File: config.mk
export PLATFORM = sky130hd
export DESIGN_NAME = xor_checked_command_deframer
export DESIGN_NICKNAME = d
export VERILOG_FILES = /design/src/rtl/xcd_pkg.sv /design/src/rtl/xor_checked_command_deframer.sv /design/src/rtl/xcd_store.sv /design/src/rtl/xcd_cfg.sv
export SDC_FILE = /design/constraint.sdc
export NUM_CORES = 1
export LEC_CHECK = 0
export ABC_AREA = 1
export ABC_CLOCK_PERIOD_IN_PS = 4000
export BUFFER_PORTS_ARGS = -buffer_cell sky130_fd_sc_hd__buf_2
export CORE_MARGIN = 1
export CORE_UTILIZATION = 45
export CTS_CLUSTER_SIZE = 30
export DETAILED_ROUTE_END_ITERATION = 10
export PLACE_DENSITY_LB_ADDON = 0.25
export REMOVE_ABC_BUFFERS = 1
export SYNTH_ARGS = -nofsm -noshare
export SYNTH_HDL_FRONTEND = slang
export SYNTH_HIERARCHICAL = 1
export SYNTH_SLANG_ARGS = --single-unit
File: constraint.sdc
create_clock -name i_clk -period 4 [get_ports i_clk]
set_input_delay 0.2 -clock i_clk [delete_from_list [all_inputs] [get_ports i_clk]]
set_output_delay 0.2 -clock i_clk [all_outputs]
set_load 0.01 [all_outputs]
File: src/rtl/xcd_pkg.sv
`default_nettype none
// ----------------------------------------------------------------------------
// xcd_pkg
// Shared constants, register indexes and types of the command frame receiver.
// ----------------------------------------------------------------------------
package xcd_pkg;

    // Payload size limits
    localparam int unsigned XCD_MAX_PAYLOAD  = 32;
    localparam int unsigned XCD_RESULT_LIMIT = 32;

    // Configuration port
    localparam int unsigned CFG_IDX_W = 3;
    typedef logic [CFG_IDX_W-1:0] t_cfg_idx;

    localparam t_cfg_idx REG_MODE_CODE    = 3'd0;
    localparam t_cfg_idx REG_SERVO_CODE   = 3'd1;
    localparam t_cfg_idx REG_GAIN_CODE    = 3'd2;
    localparam t_cfg_idx REG_MODE_LENGTH  = 3'd3;
    localparam t_cfg_idx REG_SERVO_LENGTH = 3'd4;
    localparam t_cfg_idx REG_GAIN_LENGTH  = 3'd5;

    // Register reset values
    localparam logic [7:0] RST_MODE_CODE  = 8'd1;
    localparam logic [7:0] RST_SERVO_CODE = 8'd2;
    localparam logic [7:0] RST_GAIN_CODE  = 8'd3;
    localparam logic [5:0] RST_LENGTH     = 6'd8;

    // Frame kinds
    typedef logic [1:0] t_kind;
    localparam t_kind KIND_MODE  = 2'd0;
    localparam t_kind KIND_SERVO = 2'd1;
    localparam t_kind KIND_GAIN  = 2'd2;

    // Result status codes
    localparam logic ST_GOOD    = 1'b0;
    localparam logic ST_BAD_SUM = 1'b1;

    // Decoded configuration seen by the receive control
    typedef struct packed {
        logic       hit;   // received byte matches a start code
        t_kind      kind;  // kind selected by that start code
        logic [5:0] len;   // clamped payload length of the open kind
    } t_cfg_view;

    // Clamp a length register to the range 1..cap
    function automatic logic [5:0] clamp_len(input logic [5:0] len, input logic [5:0] cap);
        logic [5:0] v;
        v = (len == 6'd0) ? 6'd1 : len;
        if (v > cap) begin
            v = cap;
        end
        return v;
    endfunction

endpackage
`default_nettype wire

File: src/rtl/xor_checked_command_deframer.sv
`default_nettype none
// After a good frame's checksum transfer, each payload byte is read from the store
// (S_RD), then loaded into the result register (S_LD) once the result slot is free.
// Throughput: one byte per cycle while a frame is received, but the checksum byte waits
// for a free result slot; input is held off while a good frame is emitted.
// Reset: synchronous, active low; clears control registers, not payload registers or store.
// ----------------------------------------------------------------------------
// xor_checked_command_deframer
// Start code / length / XOR checksum frame receiver with buffered payload.
// ----------------------------------------------------------------------------
module xor_checked_command_deframer #(
    parameter int unsigned MAX_PAYLOAD = xcd_pkg::XCD_MAX_PAYLOAD
) (
    input  wire logic              i_clk,
    input  wire logic              i_rst_n,
    // configuration write channel
    input  wire logic              i_cfg_valid,
    output logic                   o_cfg_ready,
    input  wire xcd_pkg::t_cfg_idx i_cfg_index,
    input  wire logic [7:0]        i_cfg_data,
    // received byte channel
    input  wire logic              i_rx_valid,
    output logic                   o_rx_ready,
    input  wire logic [7:0]        i_rx_byte,
    // result channel
    output logic                   o_res_valid,
    input  wire logic              i_res_ready,
    output xcd_pkg::t_kind         o_frame_kind,
    output logic                   o_status,
    output logic [4:0]             o_byte_index,
    output logic [7:0]             o_payload_byte,
    output logic                   o_last
);
    import xcd_pkg::*;

    localparam int unsigned CAP =
        (MAX_PAYLOAD > XCD_RESULT_LIMIT) ? XCD_RESULT_LIMIT : MAX_PAYLOAD;
    localparam int unsigned AW  = (CAP > 1) ? $clog2(CAP) : 1;

    localparam logic [1:0] S_RX = 2'd0;
    localparam logic [1:0] S_RD = 2'd1;
    localparam logic [1:0] S_LD = 2'd2;

    logic [1:0] r_state, n_state;
    logic [5:0] r_count, n_count;
    t_kind      r_kind, n_kind;
    logic [7:0] r_parity, n_parity;
    logic [5:0] r_len, n_len;
    logic [5:0] r_idx, n_idx;
    logic       r_out_valid, n_out_valid;
    t_kind      r_out_kind, n_out_kind;
    logic       r_out_status, n_out_status;
    logic [4:0] r_out_index, n_out_index;
    logic [7:0] r_out_byte, n_out_byte;
    logic       r_out_last, n_out_last;

    t_cfg_view  view;
    logic       mem_we, mem_re;
    logic [7:0] mem_rdata;
    logic [5:0] got;
    logic       is_ck, slot_free, rx_fire, idx_last;

    // configuration registers
    assign o_cfg_ready = 1'b1;

    xcd_cfg #(
        .MAX_PAYLOAD(MAX_PAYLOAD)
    ) u_cfg (
        .i_clk     (i_clk),
        .i_rst_n   (i_rst_n),
        .i_we      (i_cfg_valid & o_cfg_ready),
        .i_index   (i_cfg_index),
        .i_data    (i_cfg_data),
        .i_rx_byte (i_rx_byte),
        .i_kind    (r_kind),
        .o_view    (view)
    );

    // payload store; writes only in S_RX, reads only in S_RD, so no overlap
    xcd_store #(
        .DEPTH(CAP),
        .AW   (AW)
    ) u_store (
        .i_clk   (i_clk),
        .i_we    (mem_we),
        .i_waddr (got[AW-1:0]),
        .i_wdata (i_rx_byte),
        .i_re    (mem_re),
        .i_raddr (r_idx[AW-1:0]),
        .o_rdata (mem_rdata)
    );

    // receive phase decode
    assign got       = r_count - 6'd1;
    assign is_ck     = (r_count != 6'd0) && (got >= view.len);
    assign slot_free = !r_out_valid || i_res_ready;
    assign o_rx_ready = (r_state == S_RX) && !(is_ck && !slot_free);
    assign rx_fire   = i_rx_valid && o_rx_ready;
    assign idx_last  = ((r_idx + 6'd1) == r_len);

    // next state
    always_comb begin
        n_state      = r_state;
        n_count      = r_count;
        n_kind       = r_kind;
        n_parity     = r_parity;
        n_len        = r_len;
        n_idx        = r_idx;
        n_out_valid  = r_out_valid && !i_res_ready;
        n_out_kind   = r_out_kind;
        n_out_status = r_out_status;
        n_out_index  = r_out_index;
        n_out_byte   = r_out_byte;
        n_out_last   = r_out_last;
        mem_we       = 1'b0;
        mem_re       = 1'b0;

        unique case (r_state)
            S_RX: begin
                if (rx_fire) begin
                    if (r_count == 6'd0) begin
                        // hunt for a start code
                        if (view.hit) begin
                            n_kind   = view.kind;
                            n_parity = i_rx_byte;
                            n_count  = 6'd1;
                        end
                    end else if (!is_ck) begin
                        // payload byte
                        mem_we   = 1'b1;
                        n_parity = r_parity ^ i_rx_byte;
                        n_count  = r_count + 6'd1;
                    end else begin
                        // checksum byte
                        n_count  = 6'd0;
                        n_parity = 8'd0;
                        if (r_parity != i_rx_byte) begin
                            n_out_valid  = 1'b1;
                            n_out_kind   = r_kind;
                            n_out_status = ST_BAD_SUM;
                            n_out_index  = 5'd0;
                            n_out_byte   = 8'd0;
                            n_out_last   = 1'b1;
                        end else begin
                            n_len   = view.len;
                            n_idx   = 6'd0;
                            n_state = S_RD;
                        end
                    end
                end
            end
            S_RD: begin
                mem_re  = 1'b1;
                n_state = S_LD;
            end
            S_LD: begin
                if (slot_free) begin
                    n_out_valid  = 1'b1;
                    n_out_kind   = r_kind;
                    n_out_status = ST_GOOD;
                    n_out_index  = r_idx[4:0];
                    n_out_byte   = mem_rdata;
                    n_out_last   = idx_last;
                    if (idx_last) begin
                        n_state = S_RX;
                    end else begin
                        n_idx   = r_idx + 6'd1;
                        n_state = S_RD;
                    end
                end
            end
            default: n_state = S_RX;
        endcase
    end

    // control registers
    always_ff @(posedge i_clk) begin
        if (!i_rst_n) begin
            r_state     <= S_RX;
            r_count     <= 6'd0;
            r_kind      <= KIND_MODE;
            r_parity    <= 8'd0;
            r_out_valid <= 1'b0;
        end else begin
            r_state     <= n_state;
            r_count     <= n_count;
            r_kind      <= n_kind;
            r_parity    <= n_parity;
            r_out_valid <= n_out_valid;
        end
    end

    // payload registers
    always_ff @(posedge i_clk) begin
        r_len        <= n_len;
        r_idx        <= n_idx;
        r_out_kind   <= n_out_kind;
        r_out_status <= n_out_status;
        r_out_index  <= n_out_index;
        r_out_byte   <= n_out_byte;
        r_out_last   <= n_out_last;
    end

    assign o_res_valid    = r_out_valid;
    assign o_frame_kind   = r_out_kind;
    assign o_status       = r_out_status;
    assign o_byte_index   = r_out_index;
    assign o_payload_byte = r_out_byte;
    assign o_last         = r_out_last;

    // checks
    a_no_rx_while_emit: assert property (@(posedge i_clk) disable iff (!i_rst_n)
        (r_state != S_RX) |-> !o_rx_ready)
        else $error("byte taken while emitting a frame");

    a_err_shape: assert property (@(posedge i_clk) disable iff (!i_rst_n)
        (o_res_valid && (o_status == ST_BAD_SUM)) |->
        (o_last && (o_byte_index == 5'd0) && (o_payload_byte == 8'd0)))
        else $error("malformed checksum error result");

    a_count_bound: assert property (@(posedge i_clk) disable iff (!i_rst_n)
        r_count <= 6'(CAP + 1))
        else $error("byte count past payload limit");

    a_load_after_read: assert property (@(posedge i_clk) disable iff (!i_rst_n)
        (r_state == S_LD) |-> (($past(r_state) == S_RD) || ($past(r_state) == S_LD)))
        else $error("output load without a store read");

endmodule
`default_nettype wire

File: src/rtl/xcd_store.sv
`default_nettype none
// ----------------------------------------------------------------------------
// xcd_store
// Payload buffer: one write port, one read port, registered read data.
// ----------------------------------------------------------------------------
module xcd_store #(
    parameter int unsigned DEPTH = 32,
    parameter int unsigned AW    = 5
) (
    input  wire logic          i_clk,
    input  wire logic          i_we,
    input  wire logic [AW-1:0] i_waddr,
    input  wire logic [7:0]    i_wdata,
    input  wire logic          i_re,
    input  wire logic [AW-1:0] i_raddr,
    output logic      [7:0]    o_rdata
);

    logic [7:0] r_mem [DEPTH];

    // write port
    always_ff @(posedge i_clk) begin
        if (i_we) begin
            r_mem[i_waddr] <= i_wdata;
        end
    end

    // read port, registered read data
    always_ff @(posedge i_clk) begin
        if (i_re) begin
            o_rdata <= r_mem[i_raddr];
        end
    end

endmodule
`default_nettype wire

File: src/rtl/xcd_cfg.sv
`default_nettype none
// ----------------------------------------------------------------------------
// xcd_cfg
// Configuration registers, start code match and payload length selection.
// ----------------------------------------------------------------------------
module xcd_cfg #(
    parameter int unsigned MAX_PAYLOAD = xcd_pkg::XCD_MAX_PAYLOAD
) (
    input  wire logic              i_clk,
    input  wire logic              i_rst_n,
    input  wire logic              i_we,
    input  wire xcd_pkg::t_cfg_idx i_index,
    input  wire logic [7:0]        i_data,
    input  wire logic [7:0]        i_rx_byte,
    input  wire xcd_pkg::t_kind    i_kind,
    output xcd_pkg::t_cfg_view     o_view
);
    import xcd_pkg::*;

    localparam int unsigned CAP =
        (MAX_PAYLOAD > XCD_RESULT_LIMIT) ? XCD_RESULT_LIMIT : MAX_PAYLOAD;
    localparam logic [5:0] CAP6 = 6'(CAP);

    logic [7:0] r_mode_code, r_servo_code, r_gain_code;
    logic [5:0] r_mode_len, r_servo_len, r_gain_len;
    logic [5:0] sel_len;

    // register writes; indexes past the list are ignored
    always_ff @(posedge i_clk) begin
        if (!i_rst_n) begin
            r_mode_code  <= RST_MODE_CODE;
            r_servo_code <= RST_SERVO_CODE;
            r_gain_code  <= RST_GAIN_CODE;
            r_mode_len   <= RST_LENGTH;
            r_servo_len  <= RST_LENGTH;
            r_gain_len   <= RST_LENGTH;
        end else if (i_we) begin
            unique case (i_index)
                REG_MODE_CODE:    r_mode_code  <= i_data;
                REG_SERVO_CODE:   r_servo_code <= i_data;
                REG_GAIN_CODE:    r_gain_code  <= i_data;
                REG_MODE_LENGTH:  r_mode_len   <= i_data[5:0];
                REG_SERVO_LENGTH: r_servo_len  <= i_data[5:0];
                REG_GAIN_LENGTH:  r_gain_len   <= i_data[5:0];
                default: ;
            endcase
        end
    end

    // live length of the open kind
    always_comb begin
        unique case (i_kind)
            KIND_MODE:  sel_len = r_mode_len;
            KIND_SERVO: sel_len = r_servo_len;
            default:    sel_len = r_gain_len;
        endcase
    end

    // start code match, mode before servo before gain; clamped length
    always_comb begin
        o_view.hit  = 1'b1;
        o_view.kind = KIND_MODE;
        if (i_rx_byte == r_mode_code) begin
            o_view.kind = KIND_MODE;
        end else if (i_rx_byte == r_servo_code) begin
            o_view.kind = KIND_SERVO;
        end else if (i_rx_byte == r_gain_code) begin
            o_view.kind = KIND_GAIN;
        end else begin
            o_view.hit = 1'b0;
        end
        o_view.len = clamp_len(sel_len, CAP6);
    end

endmodule
`default_nettype wire
== After elaboration in Yosys (flattened, before gate mapping) ==
Memories as Yosys holds them, arrays and structs flattened. A register that Yosys moved wholly into a read port is not among the register bits.
Index checks and enable logic that the tools add are counted.

* Flip-flop bits (word level): 90
* Bits in latches: 0
* Memory bits (writable): 256
* Bits in read-only memories: 0
* Bits of input ports: 24
* Output and inout port bits: 20
* Logic and storage cells: 145
* Memories: 1

* Add/sub/neg operators: 3
* Multipliers: 0
* Divide/modulo/power cells: 0
* Order comparisons: 2
* Eq/ne operators: 21
* Shifts and indexed selects: 0
* Multiplexer cells: 68
* Bitwise operators: 3
* Reduce and logical (&&, ||, !) cells: 29

{| class="wikitable"
|+ Memory list
! name !! words !! width !! read ports !! clocked after Yosys merged registers in !! wr ports !! RTL line !! text
|-
| u_store.r_mem || 32 || 8 || 1 || 1 || 1 || xcd_store.sv:19 || <nowiki>logic [7:0] r_mem [DEPTH];</nowiki>
|}

{| class="wikitable"
|+ Operators with widths
! operator !! count
|-
| 6-bit two-way mux || 11
|-
| 8-bit two-way mux || 8
|-
| 2-bit two-way mux || 13
|-
| 5-bit two-way mux || 5
|-
| 8-bit == test || 3
|-
| 6-bit case mux with 2 select lines || 2
|-
| 1-bit two-way mux || 22
|-
| 8-bit case mux with 2 select lines || 1
|-
| 6-bit by 1-bit adder with 6-bit output, second input constant || 2
|-
| 6-bit logical NOT || 2
|-
| 2-bit != test, second input constant || 6
|-
| 2-bit AND reduction || 6
|-
| 5-bit case mux with 2 select lines || 1
|-
| 5-bit AND reduction || 2
|-
| 8-bit != test || 1
|-
| 8-bit bitwise XOR || 1
|-
| 7-bit AND reduction || 1
|-
| 3-bit by 2-bit == test with 1-bit output, second input constant || 2
|-
| 3-bit == test, second input constant || 2
|-
| 6-bit == test || 1
|-
| 6-bit >= comparator || 1
|-
| 6-bit > comparator, second input constant || 1
|-
| 1-bit case mux with 2 select lines || 3
|-
| 2-bit case mux with 3 select lines || 1
|-
| other kinds (17) || 28
|}

== Longest topological paths before layout ==
* Depth in word-level cells: 16
* Gate-level depth with buffers: 20
* Depth with buffers taken out: 20

== By module ==
The synthesis kept the hierarchy.

{| class="wikitable"
|+ By module, submodules not included
! module !! instances !! cells each !! area each (um^2) !! sequential area each (um^2)
|-
| xcd_store || 1 || 922 || 10866.7 || 7927.6
|-
| xor_checked_command_deframer || 1 || 355 || 2743.9 || 1251.2
|-
| xcd_cfg || 1 || 291 || 1980.6 || 840.8
|}

== Worst setup path before layout ==
OpenSTA, ideal clock, no wires.

* Path kind: flip-flop to flip-flop
* From: register r_count[0]
* To: register r_out_index[0], in the netlist o_byte_index[0], enable pin
* Library setup time: 390 ps
* Arrival: 2928 ps
* Data required time: 3610 ps
* Slack: 681 ps
* Cell stages (with the launch flop): 15
* Cell sequence: dfxtp_1 -> inv_1 -> ha_1 -> nand2_1 -> xor2_1 -> ha_1 -> nand2_1 -> inv_1 -> a21oi_2 -> nand2_1 -> nand3_2 -> nand4_1 -> nand2_1 -> o21ai_0 -> nor2_1

* Cells in the longest elaborated chain, start to end: 9
* Elaborated cells on any way between the ends: 13
* Those cells by class: 1 x add/sub; 1 x order compare; 3 x eq/ne; 8 x reduce/logical

{| class="wikitable"
|+ RTL lines
! what !! RTL line !! text
|-
| start, declared || xor_checked_command_deframer.sv:45 || <nowiki>logic [5:0] r_count, n_count;</nowiki>
|-
| start signal, assigned || xor_checked_command_deframer.sv:186 || <nowiki>r_count <= n_count;</nowiki>
|-
| 6-bit by 1-bit subtractor with 6-bit output (*) || xor_checked_command_deframer.sv:94 || <nowiki>assign got = r_count - 6'd1;</nowiki>
|-
| named net got[0] || xor_checked_command_deframer.sv:60 || <nowiki>logic [5:0] got;</nowiki>
|-
| 6-bit >= comparator (*) || xor_checked_command_deframer.sv:95 || <nowiki>assign is_ck = (r_count != 6'd0) && (got >= view.len);</nowiki>
|-
| 1-bit logical AND (*) || xor_checked_command_deframer.sv:95 ||
|-
| 1-bit logical AND || xor_checked_command_deframer.sv:97 || <nowiki>assign o_rx_ready = (r_state == S_RX) && !(is_ck && !slot_free);</nowiki>
|-
| 1-bit logical NOT || xor_checked_command_deframer.sv:97 ||
|-
| 1-bit logical AND || xor_checked_command_deframer.sv:97 ||
|-
| 1-bit logical AND || xor_checked_command_deframer.sv:98 || <nowiki>assign rx_fire = i_rx_valid && o_rx_ready;</nowiki>
|-
| 2-bit != test (no source line) || -- ||
|-
| 6-bit AND reduction (no source line) (*) || -- ||
|-
| end signal, assigned || xor_checked_command_deframer.sv:199 || <nowiki>r_out_index <= n_out_index;</nowiki>
|-
| end, declared || xor_checked_command_deframer.sv:53 || <nowiki>logic [4:0] r_out_index, n_out_index;</nowiki>
|}

Mark *: on every way through the listed nets, which the timed path passes. The rest lies on a longest branch.
A chain may end at the register's enable or synchronous reset.

== Worst setup path in the final report ==
* From: register r_count[0]
* To: memory u_store.r_mem[30][6], enable pin

* Cells in the longest elaborated chain, start to end: 11
* Elaborated cells on any way between the ends: 15
* Those cells by class: 1 x add/sub; 1 x order compare; 6 x mux; 7 x reduce/logical

{| class="wikitable"
|+ RTL lines
! what !! RTL line !! text
|-
| 6-bit by 1-bit subtractor with 6-bit output (*) || xor_checked_command_deframer.sv:94 ||
|-
| named net got[0] || xor_checked_command_deframer.sv:60 ||
|-
| 6-bit >= comparator (*) || xor_checked_command_deframer.sv:95 ||
|-
| 1-bit logical AND (*) || xor_checked_command_deframer.sv:95 ||
|-
| 1-bit logical AND || xor_checked_command_deframer.sv:97 ||
|-
| 1-bit logical NOT || xor_checked_command_deframer.sv:97 ||
|-
| 1-bit logical AND || xor_checked_command_deframer.sv:97 ||
|-
| 1-bit logical AND || xor_checked_command_deframer.sv:98 ||
|-
| 1-bit two-way mux (*) || xor_checked_command_deframer.sv:120 || <nowiki>if (rx_fire) begin</nowiki>
|-
| 1-bit two-way mux (*) || xor_checked_command_deframer.sv:118 || <nowiki>unique case (r_state)</nowiki>
|-
| named net mem_we || xor_checked_command_deframer.sv:58 || <nowiki>logic mem_we, mem_re;</nowiki>
|-
| 1-bit two-way mux (*) || xcd_store.sv:23 || <nowiki>if (i_we) begin</nowiki>
|-
| 1-bit two-way mux (implied by the code) (*) || xcd_store.sv:24 || <nowiki>r_mem[i_waddr] <= i_wdata;</nowiki>
|-
| end, declared || xcd_store.sv:19 ||
|}

Marked as above.

==> metrics.txt <==
hold path depth=3; # DRC=0; Via Count=11.0k; hold endpoint=u_cfg/r_gain_code[0]$_SDFFE_PN1P_; leakage=a little under 7 nW; Max transition margin=0.199; Area Growth Syn to Fin=12.6%; CTS Sinks=354; initial antenna violation count=0; die area=35400 sq um; Distinct cells, synth=33; Syn Inst Count=between 1.5k and 2k; Final nets=1666; reg2reg start=r_count[0]$_SDFFE_PN0P_; Fmax=0.279 GHz; post-layout minimum cycle time=3.58 ns; post-CTS setup buffers=0; Synth area leader=edfxtp_1; Die X=188 microns; Worst EP required=roughly 4.2 ns; final wirelength=37.7 mm; commonest non-fill, non-tap cell in the layout=nand2_1; status=completed; largest fanout on the critical path=8; first-pass GRT wire length=58.6 mm; layout cells sized above 1=0.0966; Finish-stage setup viols=0; DP HPWL=23.7 mm; final max-slew violation count=0; drt pass-1 iters=6; Final ANT Viol Nets=0; Ports=44; Crit Path Category=flip-flop to flip-flop; port bufs=42; FF+latch count, synth=354; number of global-route vias before repair=roughly 11k; Sw Ratio=0.254; setup_tns=0 ns; Global Route Usage Sum=0.216; H-tree levels=2; Clk Tree Root Cell=clkbuf_16; clock share of power=0.404; Non-Filler Instances=2106; Seq/Total Area, Yosys=0.643; Peak VDD IR=0.344 mV; Initial Util=0.462; Skew-Pair Late Insertion Delay=0.52 ns; commonest non-fill, non-tap cells in the layout=nand2_1 (515), edfxtp_1 (293), nand3_1 (227); Clk pin slew, worst setup/hold paths=0.05 ns; CP arrival=3.74 ns; Layout Skew=0.0169 ns; Mapped Avg Cell Area=between 9 and 10 sq um; cell-internal power=6.71 mW; DP Worst Slack=0.418 ns; fin crit share=0.896; CTS tree=built; Comb power frac=0.133; Synth top area share=0.564; Initial DRC Count=977; crit end category=flip-flop; row count=67; Worst-Margin Slew=1.20 ns; Cell Pwr Density=~510 nW/um^2; final worst slack=0.418 ns; CTS max path bufs=3; Fin. Hold Viols=0; hold_sp=i_cfg_data[0]; Psw=around 2.3 mW; main area contributors after synthesis=edfxtp_1 (56%), nand2_1 (12%), dfxtp_1 (7.8%), nand3_1 (7.3%), nor2_1 (4.0%); Max-cap violations=0; Inst Count DP=about 2k; vias per std cell=5.23; CP Launch Type=flip-flop; Die Ht=~190 microns; Ys Warns=6; worst min path class=input port to flip-flop; Routed wire per std cell=roughly 18 microns; grt total ovfl=0; RSZ-0062 raised after global routing=false; area of the mapped netlist=15600 sq um; largest net degree at the start of global routing=89; Reg2Reg Capture Point=u_store/r_mem[30][6]$_DFFE_PP_; reg2reg setup slack=0.42 ns; worst reg2reg path depth=15; core area=roughly 34000 sq um; sequential group share of total power=0.463; CTS Buf Count=38; CTS resizes=0; GPL Wtd Cong=slightly below 0.9
-- power by group through the flow --
stage                     logic [mW]  clock network, mW  registers [mW]
after CTS                       1.20               3.68            4.16
after detailed placement        1.20                  0            4.24
final                           1.20               3.63            4.16
after global routing            1.37               3.82            4.17
after floorplan                0.788                  0            4.24
after global placement          1.18                  0            4.24
-- cells in the mapped netlist, drive strengths merged --
library cell	count
o211ai	1
ha	9
nor3	4
buf	52
clkbuf	13
xor2	8
xnor2	27
o22ai	3
nand2	518
inv	103
nand3b	1
edfxtp	293
dfxtp	61
a21boi	1
a21oi	19
nor2	168
nand3	230
nand4	13
o21ai	43
conb	1
-- critical path: stages, from the launching register on --
cell and delay, ns:
dfxtp_1 0.41, inv_1 0.15, ha_1 0.28, nand2_1 0.10
xor2_1 0.36, ha_1 0.31, nand2_1 0.08, inv_1 0.05
a21oi_2 0.14, nand2_1 0.16, inv_1 0.11, nand4_1 0.08
inv_1 0.14, nand3_1 0.09, buf_4 0.20, nor2_1 0.56
-- cell type report --
class	instances	area [sq um]
Antenna cell	1	2.50
Clock buffer	48	1060
Clock inverter	16	228
Fill cell	2974	16200
Inverter	103	390
Multi-Input combinational cell	1046	4700
Sequential cell	354	10000
Tap cell	448	561
Timing Repair Buffer	90	596
-- metal layers --
layer | up-vias | part of all wire | global-route usage
met3 | 56 | 0.058 | 0.0260
met1 | 5222 | 0.44 | 0.298
met2 | 388 | 0.48 | 0.358
li1 | 5351 | - | -
met4 | 0 | 0.021 | 0.0613
met5 | - | 0 | 0
-- cell families (layout without fill, tap and decap cells) --
group / Yosys count / count (layout) / synth area share
simple gates: 934 / 934 / 0.252
flops: 354 / 354 / 0.643
buf+inv: 168 / 257 / 0.0563
compound gates: 67 / 67 / 0.0223
xor+xnor: 35 / 35 / 0.0197
fa+ha+maj: 9 / 9 / 0.00722
other cells: 1 / 2 / 0.000241
-- state kept, by name, indices dropped and copies added, names as in the netlist --
register / cells
u_cfg/r_servo_code: 8
u_store/o_rdata: 8
r_len: 6
u_cfg/r_mode_code: 8
u_cfg/r_gain_code: 8
r_parity: 8
o_payload_byte: 8
r_idx: 6
u_cfg/r_mode_len: 6
o_frame_kind: 2
u_store/r_mem: 256
o_byte_index: 5
r_count: 6
r_state: 2
o_status: 1
o_res_valid: 1
u_cfg/r_servo_len: 6
u_cfg/r_gain_len: 6
o_last: 1
r_kind: 2
-- metrics by stage --
step	cell area [sq um]	utilization	hold slack, ns	power [mW]
global placement	16200	0.480	0.455	5.42
global route	17600	0.520	0.0255	9.37
detailed placement	16200	0.480	0.467	5.44
CTS	17600	0.520	0.00567	9.05
finish	17600	0.520	0.0163	8.99
floorplan	15100	-	0.284	5.03
-- timing repair --
item / 4_1_cts / 5_1_grt
endpoints found under the hold margin: 8 / 0
hold buffers: 5 / 0
setup endpoints to repair: 0 / 0
-- how the worst max path moves through the flow --
stage                                      to  slack [ns]               startpoint
6_report       u_store/r_mem[30][6]$_DFFE_PP_        0.42  r_count[0]$_SDFFE_PN0P_
5_1_grt        u_store/r_mem[25][2]$_DFFE_PP_        0.02  r_count[0]$_SDFFE_PN0P_
4_1_cts        u_store/r_mem[30][7]$_DFFE_PP_        0.41  r_count[0]$_SDFFE_PN0P_
3_5_place_dp   u_store/r_mem[30][7]$_DFFE_PP_        0.42  r_count[0]$_SDFFE_PN0P_
3_3_place_gp   u_store/r_mem[30][2]$_DFFE_PP_        0.48  r_count[0]$_SDFFE_PN0P_
2_1_floorplan    u_store/o_rdata[1]$_DFFE_PP_       -0.71   r_idx[0]$_SDFFCE_PN0P_
No activity file was read; power rests on OpenSTA's default activity.
